<file path="src/hw/rtl/assert_macros.svh">
// Assertion macros shared by the responder modules.
`ifndef ASSERT_MACROS_SVH
`define ASSERT_MACROS_SVH

// Property must hold at every clock edge outside reset.
`define DNSR_ASSERT(label, prop) \
    label: assert property (@(posedge clk) disable iff (!rst_n) prop) \
        else $error("%m: property failed");

// Condition must never be seen outside reset.
`define DNSR_NEVER(label, cond) \
    label: assert property (@(posedge clk) disable iff (!rst_n) !(cond)) \
        else $error("%m: forbidden condition seen");

`endif

</file>
<file path="src/hw/rtl/dnsr_pkg.sv">
// Types, constants and helpers shared by the DNS responder modules.
`default_nettype none

package dnsr_pkg;

    localparam int MAX_PACKET_DEF = 512;
    localparam int MAX_DOMAIN     = 31;
    localparam int NAME_CHARS     = 31;
    localparam int NAME_POS_W     = 6;
    localparam int HDR_BYTES      = 12;
    localparam int ANSWER_BYTES   = 16;
    localparam int ANS_IDX_W      = $clog2(ANSWER_BYTES);
    localparam int CFG_INDEX_W    = 3;
    localparam int CFG_DATA_W     = 64;

    localparam logic [31:0] IPV4_RESET = 32'hAC0E_0A01;
    localparam logic [7:0]  DOT_CHAR   = 8'h2E;
    localparam logic [7:0]  QR_BIT     = 8'h80;

    // header byte positions that get rewritten
    localparam int POS_FLAGS_HI   = 2;
    localparam int POS_FLAGS_LO   = 3;
    localparam int POS_ANCOUNT_LO = 7;

    typedef enum logic [CFG_INDEX_W-1:0] {
        CFG_CHARS_LO,
        CFG_CHARS_MID,
        CFG_CHARS_HI,
        CFG_CHARS_TOP,
        CFG_DOM_LEN,
        CFG_IPV4
    } dnsr_cfg_index_t;

    typedef enum logic [1:0] {
        PH_HEADER,
        PH_LENGTH,
        PH_LABEL,
        PH_DONE
    } dnsr_phase_t;

    typedef struct packed {
        logic [NAME_CHARS-1:0][7:0] chars;
        logic [4:0]                 dom_len;
        logic [31:0]                ipv4;
    } dnsr_cfg_t;

    typedef struct packed {
        logic       fire;
        logic       last;
        logic       keep;
        logic [7:0] data;
    } dnsr_echo_t;

    // Fixed A-record answer: pointer, type A, class IN, TTL 60, RDLENGTH 4, address.
    function automatic logic [7:0] answer_byte(input logic [ANS_IDX_W-1:0] idx,
                                               input logic [31:0] ipv4);
        logic [7:0] b;
        case (idx)
            4'd0:    b = 8'hC0;
            4'd1:    b = 8'h0C;
            4'd2:    b = 8'h00;
            4'd3:    b = 8'h01;
            4'd4:    b = 8'h00;
            4'd5:    b = 8'h01;
            4'd6:    b = 8'h00;
            4'd7:    b = 8'h00;
            4'd8:    b = 8'h00;
            4'd9:    b = 8'h3C;
            4'd10:   b = 8'h00;
            4'd11:   b = 8'h04;
            4'd12:   b = ipv4[31:24];
            4'd13:   b = ipv4[23:16];
            4'd14:   b = ipv4[15:8];
            default: b = ipv4[7:0];
        endcase
        return b;
    endfunction

endpackage

`default_nettype wire

</file>
<file path="src/hw/rtl/dnsr_cfg_regs.sv">
// Configuration register file for the DNS responder.
`default_nettype none

module dnsr_cfg_regs
(
    input  wire logic                               clk,
    input  wire logic                               rst_n,
    input  wire logic                               cfg_we,
    input  wire logic [dnsr_pkg::CFG_INDEX_W-1:0]   cfg_index,
    input  wire logic [dnsr_pkg::CFG_DATA_W-1:0]    cfg_data,
    output dnsr_pkg::dnsr_cfg_t                     cfg
);

    logic [63:0] chars_lo_reg;
    logic [63:0] chars_mid_reg;
    logic [63:0] chars_hi_reg;
    logic [55:0] chars_top_reg;
    logic [4:0]  dom_len_reg;
    logic [31:0] ipv4_reg;

    always_ff @(posedge clk or negedge rst_n)
    begin
        if (!rst_n)
        begin
            chars_lo_reg  <= '0;
            chars_mid_reg <= '0;
            chars_hi_reg  <= '0;
            chars_top_reg <= '0;
            dom_len_reg   <= '0;
            ipv4_reg      <= dnsr_pkg::IPV4_RESET;
        end
        else if (cfg_we)
        begin
            case (cfg_index)
                dnsr_pkg::CFG_CHARS_LO:  chars_lo_reg  <= cfg_data;
                dnsr_pkg::CFG_CHARS_MID: chars_mid_reg <= cfg_data;
                dnsr_pkg::CFG_CHARS_HI:  chars_hi_reg  <= cfg_data;
                dnsr_pkg::CFG_CHARS_TOP: chars_top_reg <= cfg_data[55:0];
                dnsr_pkg::CFG_DOM_LEN:   dom_len_reg   <= cfg_data[4:0];
                dnsr_pkg::CFG_IPV4:      ipv4_reg      <= cfg_data[31:0];
                default: ; // unused index, write dropped
            endcase
        end
    end

    assign cfg.chars   = {chars_top_reg, chars_hi_reg, chars_mid_reg, chars_lo_reg};
    assign cfg.dom_len = dom_len_reg;
    assign cfg.ipv4    = ipv4_reg;

endmodule

`default_nettype wire

</file>
<file path="src/hw/rtl/dnsr_parser.sv">
// Byte echo, question-name parser and keep decision for the DNS responder.
`default_nettype none

module dnsr_parser
#(
    parameter int MAX_PACKET = dnsr_pkg::MAX_PACKET_DEF
)
(
    input  wire logic           clk,
    input  wire logic           rst_n,
    input  wire logic           fire,
    input  wire logic [7:0]     in_byte,
    input  wire logic           in_last,
    input  dnsr_pkg::dnsr_cfg_t cfg,
    output dnsr_pkg::dnsr_echo_t echo
);

    localparam int PW       = $clog2(MAX_PACKET + 2);
    localparam int NPW      = dnsr_pkg::NAME_POS_W;
    localparam int NAME_CAP = (dnsr_pkg::MAX_DOMAIN < 31) ? dnsr_pkg::MAX_DOMAIN : 31;
    localparam int KEEP_MAX = MAX_PACKET - dnsr_pkg::ANSWER_BYTES;

    logic [PW-1:0]        pos_reg, pos_next;
    dnsr_pkg::dnsr_phase_t phase_reg, phase_next;
    logic [7:0]           label_rem_reg, label_rem_next;
    logic [NPW-1:0]       name_pos_reg, name_pos_next;
    logic                 match_reg, match_next;
    logic                 first_seen_reg, first_seen_next;

    logic                 add_char;
    logic [7:0]           char_v;
    logic [7:0]           label_dec;
    logic [7:0]           want_char;
    logic [NPW-1:0]       cmp_len;
    logic [7:0]           echo_byte;
    logic                 keep_v;

    function automatic logic [7:0] fold_case(input logic [7:0] c);
        logic [7:0] r;
        r = c;
        if (c inside {[8'h41:8'h5A]})
            r = c + 8'h20;
        return r;
    endfunction

    assign cmp_len = (NPW'(cfg.dom_len) > NPW'(NAME_CAP)) ? NPW'(NAME_CAP)
                                                           : NPW'(cfg.dom_len);
    assign want_char = (name_pos_reg < NPW'(dnsr_pkg::NAME_CHARS))
                       ? cfg.chars[name_pos_reg[4:0]] : 8'h00;
    assign label_dec = (label_rem_reg != 8'd0) ? label_rem_reg - 8'd1 : label_rem_reg;

    // next phase and label bookkeeping
    always_comb
    begin
        phase_next      = phase_reg;
        label_rem_next  = label_rem_reg;
        first_seen_next = first_seen_reg;
        case (phase_reg)
            dnsr_pkg::PH_HEADER:
            begin
                if (pos_reg >= PW'(dnsr_pkg::HDR_BYTES - 1))
                    phase_next = dnsr_pkg::PH_LENGTH;
            end
            dnsr_pkg::PH_LENGTH:
            begin
                if (in_byte == 8'd0)
                    phase_next = dnsr_pkg::PH_DONE;
                else
                begin
                    first_seen_next = 1'b1;
                    label_rem_next  = in_byte;
                    phase_next      = dnsr_pkg::PH_LABEL;
                end
            end
            dnsr_pkg::PH_LABEL:
            begin
                label_rem_next = label_dec;
                if (label_dec == 8'd0)
                    phase_next = dnsr_pkg::PH_LENGTH;
            end
            default: ;
        endcase
    end

    // name character feed, echo rewrite and keep decision
    always_comb
    begin
        add_char = 1'b0;
        char_v   = in_byte;
        case (phase_reg)
            dnsr_pkg::PH_LENGTH:
            begin
                if (in_byte != 8'd0 && first_seen_reg)
                begin
                    add_char = 1'b1;
                    char_v   = dnsr_pkg::DOT_CHAR;
                end
            end
            dnsr_pkg::PH_LABEL: add_char = 1'b1;
            default: ;
        endcase

        match_next    = match_reg;
        name_pos_next = name_pos_reg;
        if (add_char)
        begin
            if (name_pos_reg < cmp_len)
            begin
                if (fold_case(char_v) != fold_case(want_char))
                    match_next = 1'b0;
            end
            else
                match_next = 1'b0;
            if (name_pos_reg != {NPW{1'b1}})
                name_pos_next = name_pos_reg + NPW'(1);
        end

        pos_next = (pos_reg <= PW'(MAX_PACKET)) ? pos_reg + PW'(1) : pos_reg;

        echo_byte = in_byte;
        if (pos_reg == PW'(dnsr_pkg::POS_FLAGS_HI) || pos_reg == PW'(dnsr_pkg::POS_FLAGS_LO))
            echo_byte = in_byte | dnsr_pkg::QR_BIT;
        if (pos_reg == PW'(dnsr_pkg::POS_ANCOUNT_LO))
            echo_byte = 8'h01;

        keep_v = (pos_next >= PW'(dnsr_pkg::HDR_BYTES)) && (pos_next <= PW'(KEEP_MAX))
                 && (phase_next != dnsr_pkg::PH_LABEL)
                 && match_next && (name_pos_next == cmp_len);
    end

    always_ff @(posedge clk or negedge rst_n)
    begin
        if (!rst_n)
        begin
            pos_reg        <= '0;
            phase_reg      <= dnsr_pkg::PH_HEADER;
            label_rem_reg  <= '0;
            name_pos_reg   <= '0;
            match_reg      <= 1'b1;
            first_seen_reg <= 1'b0;
        end
        else if (fire)
        begin
            if (in_last)
            begin
                pos_reg        <= '0;
                phase_reg      <= dnsr_pkg::PH_HEADER;
                label_rem_reg  <= '0;
                name_pos_reg   <= '0;
                match_reg      <= 1'b1;
                first_seen_reg <= 1'b0;
            end
            else
            begin
                pos_reg        <= pos_next;
                phase_reg      <= phase_next;
                label_rem_reg  <= label_rem_next;
                name_pos_reg   <= name_pos_next;
                match_reg      <= match_next;
                first_seen_reg <= first_seen_next;
            end
        end
    end

    assign echo.fire = fire;
    assign echo.last = in_last;
    assign echo.keep = keep_v;
    assign echo.data = echo_byte;

`include "assert_macros.svh"

    `DNSR_ASSERT(a_header_clean,
        phase_reg == dnsr_pkg::PH_HEADER |-> name_pos_reg == '0 && !first_seen_reg)
    `DNSR_ASSERT(a_label_nonzero, phase_reg == dnsr_pkg::PH_LABEL |-> label_rem_reg != 8'd0)
    `DNSR_ASSERT(a_last_clears, fire && in_last |=> pos_reg == '0 && match_reg)

endmodule

`default_nettype wire

</file>
<file path="src/hw/rtl/dnsr_answer.sv">
// Output register and 16-byte answer sequencer for the DNS responder.
`default_nettype none

module dnsr_answer
(
    input  wire logic            clk,
    input  wire logic            rst_n,
    input  dnsr_pkg::dnsr_echo_t echo,
    input  wire logic [31:0]     ipv4,
    output logic                 take_ok,
    output logic                 m_tvalid,
    input  wire logic            m_tready,
    output logic [7:0]           m_tdata,
    output logic                 m_tlast,
    output logic [0:0]           m_tuser
);

    localparam int IW = dnsr_pkg::ANS_IDX_W;
    localparam logic [IW-1:0] IDX_LAST = IW'(dnsr_pkg::ANSWER_BYTES - 1);

    logic          out_valid_reg;
    logic [7:0]    out_data_reg;
    logic          out_last_reg;
    logic          out_keep_reg;
    logic          append_reg;
    logic [IW-1:0] idx_reg;
    logic          keep_hold_reg;
    logic          load_ok;
    logic          ans_load;

    assign load_ok  = !out_valid_reg || m_tready;
    assign take_ok  = load_ok && !append_reg;
    assign ans_load = append_reg && load_ok;

    always_ff @(posedge clk or negedge rst_n)
    begin
        if (!rst_n)
        begin
            out_valid_reg <= 1'b0;
            append_reg    <= 1'b0;
            idx_reg       <= '0;
        end
        else if (echo.fire)
        begin
            out_valid_reg <= 1'b1;
            if (echo.last)
            begin
                append_reg <= 1'b1;
                idx_reg    <= '0;
            end
        end
        else if (ans_load)
        begin
            out_valid_reg <= 1'b1;
            idx_reg       <= idx_reg + IW'(1);
            if (idx_reg == IDX_LAST)
                append_reg <= 1'b0;
        end
        else if (m_tready)
            out_valid_reg <= 1'b0;
    end

    always_ff @(posedge clk)
    begin
        if (echo.fire)
        begin
            out_data_reg <= echo.data;
            out_last_reg <= 1'b0;
            out_keep_reg <= 1'b0;
            if (echo.last)
                keep_hold_reg <= echo.keep;
        end
        else if (ans_load)
        begin
            out_data_reg <= dnsr_pkg::answer_byte(idx_reg, ipv4);
            out_last_reg <= (idx_reg == IDX_LAST);
            out_keep_reg <= (idx_reg == IDX_LAST) && keep_hold_reg;
        end
    end

    assign m_tvalid   = out_valid_reg;
    assign m_tdata    = out_data_reg;
    assign m_tlast    = out_last_reg;
    assign m_tuser[0] = out_keep_reg;

`include "assert_macros.svh"

    `DNSR_ASSERT(a_last_starts_answer, echo.fire && echo.last |=> append_reg && idx_reg == '0)
    `DNSR_ASSERT(a_answer_keeps_valid, append_reg |-> out_valid_reg)
    `DNSR_NEVER(a_end_before_answer, out_valid_reg && out_last_reg && append_reg)

endmodule

`default_nettype wire

</file>
<file path="src/hw/rtl/dns_single_name_responder_unit.sv">
// Top level of the single-name DNS A-record responder.
`default_nettype none

// A DNS query payload enters one byte per transfer on the slave side and each
// byte appears on the master side in the next cycle, rewritten in the header
// (bit 7 set in bytes 2 and 3, byte 7 forced to 1). From byte 12 on the
// question name is parsed and matched, case-insensitively, against the
// configured name. After the transfer marked tlast the unit appends a
// 16-byte A-record answer (C00C, type A, class IN, TTL 60, configured
// address); the final answer byte carries tlast and, in tuser, the keep flag
// (1 send, 0 drop). Rate: one query byte per cycle while the master side
// accepts, set by the single parse stage feeding the output register;
// after each packet the answer sequencer holds s_tready low while it loads
// the 16 answer bytes into the output register. Configuration writes go to
// a flat register index and must only be issued while no packet is in flight.
module dns_single_name_responder_unit
#(
    parameter int MAX_PACKET = dnsr_pkg::MAX_PACKET_DEF
)
(
    input  wire logic                               clk,
    input  wire logic                               rst_n,
    // query stream
    input  wire logic                               s_tvalid,
    output logic                                    s_tready,
    input  wire logic [7:0]                         s_tdata,   // [7:0] in_byte
    input  wire logic                               s_tlast,
    // response stream
    output logic                                    m_tvalid,
    input  wire logic                               m_tready,
    output logic [7:0]                              m_tdata,   // [7:0] out_byte
    output logic                                    m_tlast,
    output logic [0:0]                              m_tuser,   // [0] keep
    // configuration writes
    input  wire logic                               cfg_we,
    input  wire logic [dnsr_pkg::CFG_INDEX_W-1:0]   cfg_index,
    input  wire logic [dnsr_pkg::CFG_DATA_W-1:0]    cfg_data
);

    dnsr_pkg::dnsr_cfg_t  cfg;
    dnsr_pkg::dnsr_echo_t echo;
    logic                 take_ok;
    logic                 in_fire;

    // a transfer is taken whenever the output register can absorb the echo
    // byte and no answer is being appended
    assign s_tready = take_ok;
    assign in_fire  = s_tvalid && take_ok;

    dnsr_cfg_regs u_cfg
    (
        .clk       (clk),
        .rst_n     (rst_n),
        .cfg_we    (cfg_we),
        .cfg_index (cfg_index),
        .cfg_data  (cfg_data),
        .cfg       (cfg)
    );

    // header rewrite, name match and keep decision, all in the accepting cycle
    dnsr_parser #(
        .MAX_PACKET (MAX_PACKET)
    ) u_parser
    (
        .clk     (clk),
        .rst_n   (rst_n),
        .fire    (in_fire),
        .in_byte (s_tdata),
        .in_last (s_tlast),
        .cfg     (cfg),
        .echo    (echo)
    );

    // output register plus the appended answer bytes
    dnsr_answer u_answer
    (
        .clk      (clk),
        .rst_n    (rst_n),
        .echo     (echo),
        .ipv4     (cfg.ipv4),
        .take_ok  (take_ok),
        .m_tvalid (m_tvalid),
        .m_tready (m_tready),
        .m_tdata  (m_tdata),
        .m_tlast  (m_tlast),
        .m_tuser  (m_tuser)
    );

endmodule

`default_nettype wire
</file>
<file path="config.mk">
export PLATFORM = sky130hd
export DESIGN_NAME = dns_single_name_responder_unit
export DESIGN_NICKNAME = d
export VERILOG_FILES = /design/src/hw/rtl/dnsr_pkg.sv /design/src/hw/rtl/dnsr_cfg_regs.sv /design/src/hw/rtl/dnsr_parser.sv /design/src/hw/rtl/dnsr_answer.sv /design/src/hw/rtl/dns_single_name_responder_unit.sv
export VERILOG_INCLUDE_DIRS = /design/src /design/src/hw/rtl
export SDC_FILE = /design/constraint.sdc
export NUM_CORES = 1
export LEC_CHECK = 0
export BUFFER_PORTS_ARGS = -buffer_cell sky130_fd_sc_hd__buf_2
export CORE_MARGIN = 1
export CORE_UTILIZATION = 56
export DETAILED_ROUTE_END_ITERATION = 6
export PLACE_DENSITY = 0.77
export SLEW_MARGIN = 10
export SYNTH_ARGS = -nofsm -noshare
export SYNTH_HDL_FRONTEND = slang
export SYNTH_HIERARCHICAL = 1
export SYNTH_SLANG_ARGS = --single-unit
export TNS_END_PERCENT = 50
</file>
<file path="constraint.sdc">
create_clock -name clk -period 11.2 [get_ports clk]
set_input_delay 1.12 -clock clk [delete_from_list [all_inputs] [get_ports clk]]
set_output_delay 1.12 -clock clk [all_outputs]
set_load 0.02 [all_outputs]
</file>
==> impl_metrics.env <==
export IMPL_max_stage_delay_ps=700
export IMPL_final_cell_mix="dfrtp_1, mux2_2, mux2_4"
export IMPL_synth_top_family_by_area="multiplexers"
export IMPL_regArea_um2=8310
export IMPL_netlist_instances=1308
export IMPL_critPathKind="flip-flop to flip-flop"
export IMPL_final_common_cell="dfrtp_1"
export IMPL_powerDensity_nw_per_um2=226
export IMPL_ctsResizeCount=0
export IMPL_numCtsBuffers=36
export IMPL_final_util=0.625
export IMPL_core_um2=30600
export IMPL_crit_chain="buf_4, mux4_1, mux4_2, or2_0, o211a_2, ha_1, or3_1, or4_1, nand4_1, o31ai_1"
export IMPL_yosysTopAreaCell="dfrtp_1"
export IMPL_path_clk_slew_ps=60
export IMPL_crit_buf_inv=1
export IMPL_hold_path_class="flip-flop to flip-flop"
export IMPL_wl_per_cell_um=23.2
export IMPL_report_final_slew_viol_count=0
export IMPL_yosysWarnings=6
export IMPL_antenna_found_initial=1
export IMPL_cts_max_level=2
export IMPL_syn_area_um2=17400
export IMPL_grt_max_degree=88
export IMPL_synth_compound_area_frac=0.0846
export IMPL_synth_ff_type="dfrtp_1"
export IMPL_synth_cell_types=87
export IMPL_muxShareOfSynthArea=0.302
export IMPL_start_util=0.570
export IMPL_hold_viol_final=0
export IMPL_yosysSeqAreaShare=0.476
export IMPL_synth_edff_count=9
export IMPL_arrival_ps=4760
export IMPL_dr_first_iter_drc_count=941
export IMPL_grt_overflow_total=0
export IMPL_worst_pin_slew_ps=1150
export IMPL_postCtsSetupRepairBufs=0
export IMPL_dp_hpwl_um=27900
export IMPL_grt_util_all_layers=0.267
export IMPL_numClockSinks=330
export IMPL_ant_nets=0
export IMPL_async_reset_ff_frac=0.967
export IMPL_worst_setup_path_start_kind="flip-flop"
export IMPL_multiInputGateArea_um2=8370
export IMPL_fill_cells=2306
export IMPL_setup_viol=0
export IMPL_gp_congestion=0.948
export IMPL_tns_ps=0
export IMPL_yosysTopAreaCellShare=0.442
export IMPL_vias=11200
export IMPL_routed_wl_um=41600
export IMPL_cts_hold_fix_buffers=0
export IMPL_rows=64
export IMPL_grt_pass1_vias=11300
export IMPL_grt_pass1_wl_um=65300
export IMPL_cts_root_buf="clkbuf_16"
export IMPL_routed_via_density=6.27
export IMPL_ys_ff_latch=330
export IMPL_crit_slowest_cell="dfrtp_4"
export IMPL_synth_xor_area_frac=0.00803
export IMPL_outcome="completed"
export IMPL_period_share=0.401
export IMPL_worst_skew_pair_late_latency_ps=520
export IMPL_drive_gt1_frac=0.386
export IMPL_cts_tree="built"
export IMPL_die_area_um2=31900
export IMPL_clock_fmax_mhz=223
export IMPL_crit_fanout=36
export IMPL_die_h_um=179
export IMPL_areaGrowthSynthToFinish_pct=9.65
export IMPL_dieWidth_um=179
export IMPL_min_period_ps=4490
export IMPL_drc=0
export IMPL_power_leakage_nw=8.51
export IMPL_synth_simple_area_share=0.0693
export IMPL_syn_area_per_cell_um2=13.3
export IMPL_port_buffer_count=92
export IMPL_synth_nets=1409
export IMPL_nNetsFinal=1466
export IMPL_detail_route_first_pass_iterations=5
export IMPL_cp_data_required_time_ps=11470
export IMPL_maxCapViolations=0
export IMPL_cts_buffer_depth=3
export IMPL_rsz0062_at_grt="no"
export IMPL_maxSlewHeadroom=0.232
export IMPL_crit_family="simple AND/OR/NAND/NOR gates"
export IMPL_final_setup_skew_ps=12.4
export IMPL_num_io_pins=93
export IMPL_synth_fa_ha_area_frac=0.0143
export IMPL_synth_area_top_cells="dfrtp_1, mux2_2, mux2_4"
export IMPL_critical_path_endpoint_type="flip-flop"
export IMPL_vdd_drop_max_uv=116
==> Yosys cell counts, types with 4 or more instances <==
cell       instances
dfrtp_1          308
mux2_2           176
mux2_4           121
nand2_1           49
mux2i_1           44
inv_1             43
a21oi_1           41
mux4_2            39
nor2_1            38
buf_6             31
clkbuf_1          30
ha_1              20
nor3_1            20
o22ai_1           20
o21ai_0           17
nor2b_1           16
a22oi_1           15
nand3_1           15
buf_2             14
and2_1            13
xnor2_1           13
dfstp_2           11
nand2b_1          11
o2bb2ai_1         10
o31ai_1           10
a31oi_1            9
edfxtp_1           9
buf_4              8
a31o_2             7
nor4_1             7
or3_1              7
a2111oi_0          6
a211oi_1           6
and3_1             6
mux4_1             6
o21a_1             5
o21ai_1            5
or2_2              5
a21o_1             4
a222oi_1           4
nand4_1            4
nand4b_1           4
nor3b_1            4
o211ai_1           4
==> final timing paths <==
kind / slack, ps / end / start / cells past startpoint
hold / removal: 500 / u_answer/m_tlast / u_answer/m_tlast / 2
setup / recovery: 6710 / u_answer/keep_hold_reg / u_parser/name_pos_reg[0] / 10
setup reg to reg: 6710 / u_answer/keep_hold_reg / u_parser/name_pos_reg[0] / 10
max in group asynchronous: 8920 / u_parser/name_pos_reg[0] / rst_n / 2
min in group asynchronous: 590 / u_parser/pos_reg[0] / rst_n / 1
hold reg to reg: 500 / u_answer/m_tlast / u_answer/m_tlast / 2
==> power by group <==
group | internal [mW] | leakage, nW | switching, mW
clock | 0.715 | 0.592 | 0.491
sequential | 1.50 | 3.91 | 0.215
combinational | 0.688 | 4.00 | 0.716
==> kinds of logic (layout without fill, tap and decap cells) <==
family,Yosys count,in the layout
other cells,0,1
fa+ha+maj,20,20
flops,330,330
simple gates,219,219
xor+xnor,16,16
mux,386,386
compound gates,206,206
buf+inv,131,214
==> metrics by stage <==
stage / total power [mW] / area, um2 / hold WS (ps) / instances / setup slack [ps]
global route: 4.52 / 19100 / 513 / 1787 / 6580
global placement: 3.06 / 17900 / 476 / 1723 / 6780
finish: 4.32 / 19100 / 497 / 1788 / 6710
floorplan: 2.73 / 17400 / 459 / 1308 / 7280
detailed placement: 3.10 / 17900 / 481 / 1723 / 6740
CTS: 4.32 / 19100 / 498 / 1787 / 6740
==> routing by layer <==
metal	vias up	wire length [um]	GRT usage	part of all wire
li1	4988	-	-	-
met2	371	20600	0.446	0.49
met1	5783	17400	0.363	0.42
met5	-	0	0	0
met4	0	1030	0.0738	0.025
met3	70	2570	0.0409	0.062
==> tightest hold or removal path: stages, from the launching register on <==
cell and delay (ps):
dfxtp_1 330, a21oi_1 60, nor2_1 80
==> layout make-up <==
class | count | area share
Sequential cell | 330 | 0.434
Inverter | 44 | 0.00863
Clock inverter | 15 | 0.00994
Multi-Input combinational cell | 847 | 0.437
Tap cell | 396 | 0.0259
Clock buffer | 49 | 0.0534
Timing Repair Buffer | 106 | 0.0301
Antenna cell | 1 | 0.000131
No activity file was read; power rests on OpenSTA's default activity.
